`src/rtl/core/segi_div.sv`:
```
module segi_div #(
   parameter int DivWidth = 58,
   parameter int DenWidth = 34,
   parameter int QWidth   = 24,
   parameter int TagWidth = 19
) (
   input  logic                clock,
   input  logic                reset,
   input  logic                advance,
   input  logic                in_valid,
   input  logic [DivWidth-1:0] in_dividend,
   input  logic [DenWidth-1:0] in_divisor,
   input  logic [TagWidth-1:0] in_tag,
   output logic                out_valid,
   output logic [QWidth-1:0]   out_quot,
   output logic                out_rem_nz,
   output logic [TagWidth-1:0] out_tag
);

   // One quotient bit per stage, most significant first.
   logic                valid_ff [QWidth];
   logic [DivWidth-1:0] rem_ff   [QWidth];
   logic [DenWidth-1:0] dvs_ff   [QWidth];
   logic [QWidth-1:0]   quot_ff  [QWidth];
   logic [TagWidth-1:0] tag_ff   [QWidth];

   logic                src_valid [QWidth];
   logic [DivWidth-1:0] src_rem   [QWidth];
   logic [DenWidth-1:0] src_dvs   [QWidth];
   logic [QWidth-1:0]   src_quot  [QWidth];
   logic [TagWidth-1:0] src_tag   [QWidth];

   for (genvar k = 0; k < QWidth; k++) begin : g_stage
      localparam int Bit = QWidth - 1 - k;

      logic [DivWidth:0]   trial;
      logic                take;
      logic [DivWidth-1:0] rem_in;
      logic [QWidth-1:0]   quot_in;

      if (k == 0) begin : g_first
         assign src_valid[k] = in_valid;
         assign src_rem[k]   = in_dividend;
         assign src_dvs[k]   = in_divisor;
         assign src_quot[k]  = '0;
         assign src_tag[k]   = in_tag;
      end else begin : g_next
         assign src_valid[k] = valid_ff[k-1];
         assign src_rem[k]   = rem_ff[k-1];
         assign src_dvs[k]   = dvs_ff[k-1];
         assign src_quot[k]  = quot_ff[k-1];
         assign src_tag[k]   = tag_ff[k-1];
      end

      always_comb begin
         trial        = {1'b0, src_rem[k]} - ((DivWidth + 1)'(src_dvs[k]) << Bit);
         take         = !trial[DivWidth];
         rem_in       = take ? trial[DivWidth-1:0] : src_rem[k];
         quot_in      = src_quot[k];
         quot_in[Bit] = take;
      end

      always_ff @(posedge clock) begin
         if (reset) begin
            valid_ff[k] <= 1'b0;
         end else if (advance) begin
            valid_ff[k] <= src_valid[k];
         end
      end

      always_ff @(posedge clock) begin
         if (advance) begin
            rem_ff[k]  <= rem_in;
            dvs_ff[k]  <= src_dvs[k];
            quot_ff[k] <= quot_in;
            tag_ff[k]  <= src_tag[k];
         end
      end
   end

   assign out_valid  = valid_ff[QWidth-1];
   assign out_quot   = quot_ff[QWidth-1];
   assign out_rem_nz = |rem_ff[QWidth-1];
   assign out_tag    = tag_ff[QWidth-1];

endmodule

```
`config.mk`:
```
export PLATFORM = sky130hd
export DESIGN_NAME = segi_div
export DESIGN_NICKNAME = d
export VERILOG_FILES = /design/src/rtl/core/segi_div.sv
export SDC_FILE = /design/constraint.sdc
export NUM_CORES = 2
export LEC_CHECK = 0
export BUFFER_PORTS_ARGS = -buffer_cell sky130_fd_sc_hd__buf_2
export CORE_UTILIZATION = 44
export CTS_CLUSTER_SIZE = 12
export DETAILED_ROUTE_END_ITERATION = 8
export GPL_TIMING_DRIVEN = 1
export PLACE_DENSITY_LB_ADDON = 0.1
export SYNTH_ARGS = -nofsm -noshare
export SYNTH_HDL_FRONTEND = slang
export SYNTH_SLANG_ARGS = --single-unit
```
`constraint.sdc`:
```
create_clock -name clock -period 3.7 [get_ports clock]
set_input_delay 0.185 -clock clock [delete_from_list [all_inputs] [get_ports clock]]
set_output_delay 0.185 -clock clock [all_outputs]
set_load 0.01 [all_outputs]
```
==> Flow_metrics.wiki <==
{| class="wikitable"
! Metric !! Value
|-
| WP data arrival || around 4.6 ns
|-
| Data required time at the worst endpoint || approximately 4.4 ns
|-
| Actual slew at the worst max-slew pin || 1.15 ns
|-
| Worst path setup slack after routing || -0.188 ns
|-
| Endpoint class of the critical path || register
|-
| First-pass GRT wire length || 553000 um
|-
| I/O Buffers || between 150 and 200
|-
| Initial Util || 44.4%
|-
| Number of flops mapped to enable cells by yosys || around 3000
|-
| Worst slack after detailed placement || -0.686 ns
|-
| Total congestion overflow || 0
|-
| Via count of the first global-routing pass || a little over 100k
|-
| Register-to-register setup slack || -0.19 ns
|-
| Clock transition at the register clock pins on the worst setup and hold paths after CTS || 0.06 ns
|-
| Root buffer selected by CTS || sky130_fd_sc_hd__clkbuf_16
|-
| Layout area overhead || 23.3%
|-
| Startpoint kind of the worst setup timing path || register
|-
| P_int || around 91 mW
|-
| Total via count after detailed routing || slightly above 100k
|-
| Sequential fraction of the synthesis area || about 60%
|-
| Commonest register cell after synthesis || sky130_fd_sc_hd__edfxtp_1
|-
| Global routing usage summed across all routing layers || between 20% and 30%
|-
| Count of unresolved DRC violations after routing || 0
|-
| Number of core rows || 212
|-
| Share of cells above drive strength 1 || a little over 20%
|-
| Mean cell area of the mapped netlist || about 12 um2
|-
| Number of pins exceeding their max-slew limit in the final report || 0
|-
| Worst R2R End || rem_ff[5][224]$_DFFE_PP_
|-
| Number of setup violations in the final report || between 70 and 80
|-
| Peak fanout along the critical path || 6
|-
| Number of distinct library cells after synthesis || 112
|-
| Proportion of register bits with asynchronous set or reset after synthesis || 0%
|-
| Result of the run || finished, violations left
|-
| Fill cells || ~28000
|-
| DP Wirelength || roughly 260000 um
|-
| Die outline height || between 500 and 600 um
|-
| Crit. Startpoint || rem_ff[5][116]$_DFFE_PP_
|-
| Hold WS || about 0.075 ns
|-
| Worst hold stages || 2
|-
| Wire length per cell after detailed routing || 18.8 um
|-
| Slew Limit Headroom || 23.2%
|-
| Syn Nets || approximately 13000
|-
| Number of search-and-repair iterations in the first detailed-routing pass || 6
|-
| Die footprint || about 0.34 mm2
|-
| Width of the die || between 500 and 600 um
|-
| Number of antenna violations at the first check in global routing || 2
|-
| Fraction of power consumed by combinational cells || between 40% and 50%
|-
| Unrepaired setup endpoints after global routing || true
|-
| Synth Register Bits || roughly 3000
|-
| Period utilisation layout || 105%
|-
| Number of buffers created by CTS || between 300 and 400
|-
| RD Place Congestion || 0.933
|-
| Yosys synthesis warning count || 0
|-
| Post-route clock skew || slightly below 0.07 ns
|-
| Switching Power || between 40 and 50 mW
|-
| Net count of the finished layout || 15300
|-
| Worst min-delay path category || in2reg
|-
| Number of hold-slack violations in the final timing report || 0
|-
| Placed Instance Area || between 0.15 and 0.2 mm2
|-
| CTS tree || done
|-
| Highest achievable clock rate || approximately 260 MHz
|-
| DRT iter0 DRCs || 5929
|-
| Clock tree sinks || between 2000 and 3000
|-
| Number of nets still failing antenna checks after routing || 0
|-
| Total wire length || 359000 um
|-
| Worst Reg2Reg Path Length in Cells || 16
|-
| Pin count of the biggest net entering global routing || between 150 and 200
|-
| Tot Pwr || 140 mW
|-
| Startpoint of the worst register-to-register path || rem_ff[5][116]$_DFFE_PP_
|-
| Total of max-cap violations || 0
|-
| Leak Pwr || a little over 70 nW
|-
| Total non-filler cell area in the finished layout || about 0.18 mm2
|-
| Netlist Area Pre-Place || ~0.15 mm2
|-
| CP endpoint || rem_ff[5][224]$_DFFE_PP_
|-
| Clock power frac || a little under a quarter
|-
| Cell count after synthesis || about 12000
|-
| Latest clock arrival within the worst-skew pair || 0.93 ns
|-
| Time the worst path needs with I/O delays and setup || ~4 ns
|-
| Number of vias per cell after detailed routing || around 5.3
|-
| Number of top-level pins || between 150 and 200
|-
| Number of buffers between clock root and the deepest sink || 4
|-
| CP Class || reg2reg
|-
| # H-tree levels || 5
|-
| Final std cells w/o fill || approximately 19000
|-
| Violated checks || negative setup slack
|-
| Power density normalized to cell area || roughly 770 mW/mm2
|-
| Net Sw Frac || a little over a third
|-
| Number of placed instances with taps included || ~18000
|-
| Worst ir drop on vdd || just over 0.4 mV
|-
| Core box area || between 0.3 and 0.4 mm2
|-
| Seq pwr share || a little over a third
|}
## metrics by stage
step                utilization [%]  TNS, ns
detailed placement             49.3  -158.81
finish                         54.7    -4.39
global route                   54.7   -16.22
CTS                            53.6    -1.28
floorplan                         -        0
global placement               49.3  -142.53
## cell families after synthesis
logic type / Yosys count / synth area share [%]
muxes: 140 / 1.05
AOI/OAI and AO/OA: 3123 / 13.0
buffers and inverters: 1349 / 3.48
DFF: 2954 / 59.8
and+or+nand+nor: 3031 / 9.73
adders and majority gates: 840 / 7.20
xor gates and xnor gates: 967 / 5.71
## flip-flops by register name, summed over array words and instances, names as in the netlist
register / flops
valid_ff: 24
tag_ff: 456
rem_ff: 1392
quot_ff: 300
dvs_ff: 782
## critical path, stage by stage (launching register included)
cell                       delay (ns)
sky130_fd_sc_hd__edfxtp_1        0.37
sky130_fd_sc_hd__inv_2           0.09
sky130_fd_sc_hd__ha_4            0.13
sky130_fd_sc_hd__inv_2           0.04
sky130_fd_sc_hd__fa_2            0.41
sky130_fd_sc_hd__a211oi_4        0.30
sky130_fd_sc_hd__o211ai_4        0.13
sky130_fd_sc_hd__a41oi_4         0.31
sky130_fd_sc_hd__o221ai_4        0.16
sky130_fd_sc_hd__a31o_1          0.25
sky130_fd_sc_hd__a221o_1         0.35
sky130_fd_sc_hd__nor3b_4         0.20
sky130_fd_sc_hd__a22o_1          0.24
sky130_fd_sc_hd__nor4_4          0.18
sky130_fd_sc_hd__buf_6           0.18
sky130_fd_sc_hd__and4bb_1        0.23
sky130_fd_sc_hd__xor2_1          0.08
## worst min-delay path by stage
stage,from,to,slack (ns)
6_report,in_dividend[13],rem_ff[0][13]$_DFFE_PP_,0.08
5_1_grt,in_dividend[16],rem_ff[0][16]$_DFFE_PP_,0.03
4_1_cts,in_dividend[23],rem_ff[0][23]$_DFFE_PP_,0.002
3_5_place_dp,in_tag[3],tag_ff[0][3]$_DFFE_PP_,0.36
3_3_place_gp,in_tag[15],tag_ff[0][15]$_DFFE_PP_,0.36
2_1_floorplan,in_divisor[0],dvs_ff[0][0]$_DFFE_PP_,0.28
## layer usage
metal  wire length, um  vias up  track usage (%)
met5                 0        -                0
met4             17100        0             9.20
met3             11700      832             2.18
met2            181000     1991             36.5
met1            149000    48768             24.5
li1                  -    49674                -
## synthesized netlist by cell type, types with 28 or more instances
| library cell | n | area (um2) |
|---|---|---|
| sky130_fd_sc_hd__ha_1 | 816 | 10200 |
| sky130_fd_sc_hd__mux2_2 | 127 | 1430 |
| sky130_fd_sc_hd__a21oi_1 | 949 | 4750 |
| sky130_fd_sc_hd__nor3_1 | 212 | 1060 |
| sky130_fd_sc_hd__clkbuf_1 | 244 | 916 |
| sky130_fd_sc_hd__nand2_1 | 1020 | 3830 |
| sky130_fd_sc_hd__o21a_1 | 111 | 833 |
| sky130_fd_sc_hd__nor4_1 | 97 | 607 |
| sky130_fd_sc_hd__edfxtp_1 | 2954 | 88700 |
| sky130_fd_sc_hd__or2_2 | 31 | 194 |
| sky130_fd_sc_hd__nand3_1 | 210 | 1050 |
| sky130_fd_sc_hd__o21ai_0 | 850 | 4250 |
| sky130_fd_sc_hd__nand4_1 | 135 | 845 |
| sky130_fd_sc_hd__nand2b_1 | 129 | 807 |
| sky130_fd_sc_hd__a21o_1 | 455 | 3420 |
| sky130_fd_sc_hd__or3_1 | 81 | 507 |
| sky130_fd_sc_hd__inv_1 | 1026 | 3850 |
| sky130_fd_sc_hd__buf_2 | 38 | 190 |
| sky130_fd_sc_hd__a211oi_1 | 85 | 638 |
| sky130_fd_sc_hd__nor2_1 | 719 | 2700 |
| sky130_fd_sc_hd__and2_1 | 68 | 425 |
| sky130_fd_sc_hd__a31oi_1 | 89 | 557 |
| sky130_fd_sc_hd__o21bai_1 | 94 | 706 |
| sky130_fd_sc_hd__buf_1 | 28 | 105 |
| sky130_fd_sc_hd__xor2_1 | 455 | 3990 |
| sky130_fd_sc_hd__and3_1 | 82 | 513 |
| sky130_fd_sc_hd__xnor2_1 | 512 | 4480 |
| sky130_fd_sc_hd__o31ai_1 | 90 | 676 |
| sky130_fd_sc_hd__nor2b_1 | 105 | 657 |
| sky130_fd_sc_hd__o211ai_1 | 58 | 435 |
## power by group through the flow
stage | clock network [mW] | registers (mW) | logic (mW)
6_report | 31.8 | 51.1 | 57.5
5_1_grt | 34.0 | 51.7 | 62.9
4_1_cts | 32.9 | 51.0 | 54.8
3_5_place_dp | 0 | 51.5 | 52.6
3_3_place_gp | 0 | 51.6 | 51.7
2_1_floorplan | 0 | 49.2 | 34.8
## layout by cell type, fill, tap and decap left out, drive strengths merged, types with 111 or more instances in the layout
master          n
a21o          455
buf          1723
xor2          455
nand2        1020
clkinv        121
ha            816
edfxtp       2954
o21ai         869
nor3          214
inv          1037
nand2b        129
a21oi         949
nor2          720
dlygate4sd3   189
o21a          111
clkbuf        420
nand4         136
xnor2         512
mux2          127
nand3         211
## cell type report
class                           count  area [um2]  area share [%]
Sequential cell                  2954       88700            48.5
Multi-Input combinational cell   8103       58600            32.0
Clock inverter                    160        1660           0.907
Clock buffer                      414        8810            4.81
Tap cell                         4494        5620            3.07
Inverter                         1029        3870            2.12
Antenna cell                        2        5.00         0.00274
Timing Repair Buffer             1922       15700            8.60
## what timing repair did
item                                   in CTS  in global routing
resized for setup                         320                607
hold buffers                              189                  0
setup endpoints to repair                 794                675
endpoints found under the hold margin     378                  0
setup buffers                              53                110
pin swaps                                 111                244
cloned                                     13                  9
Note: power is estimated with default switching activity, not from simulation.
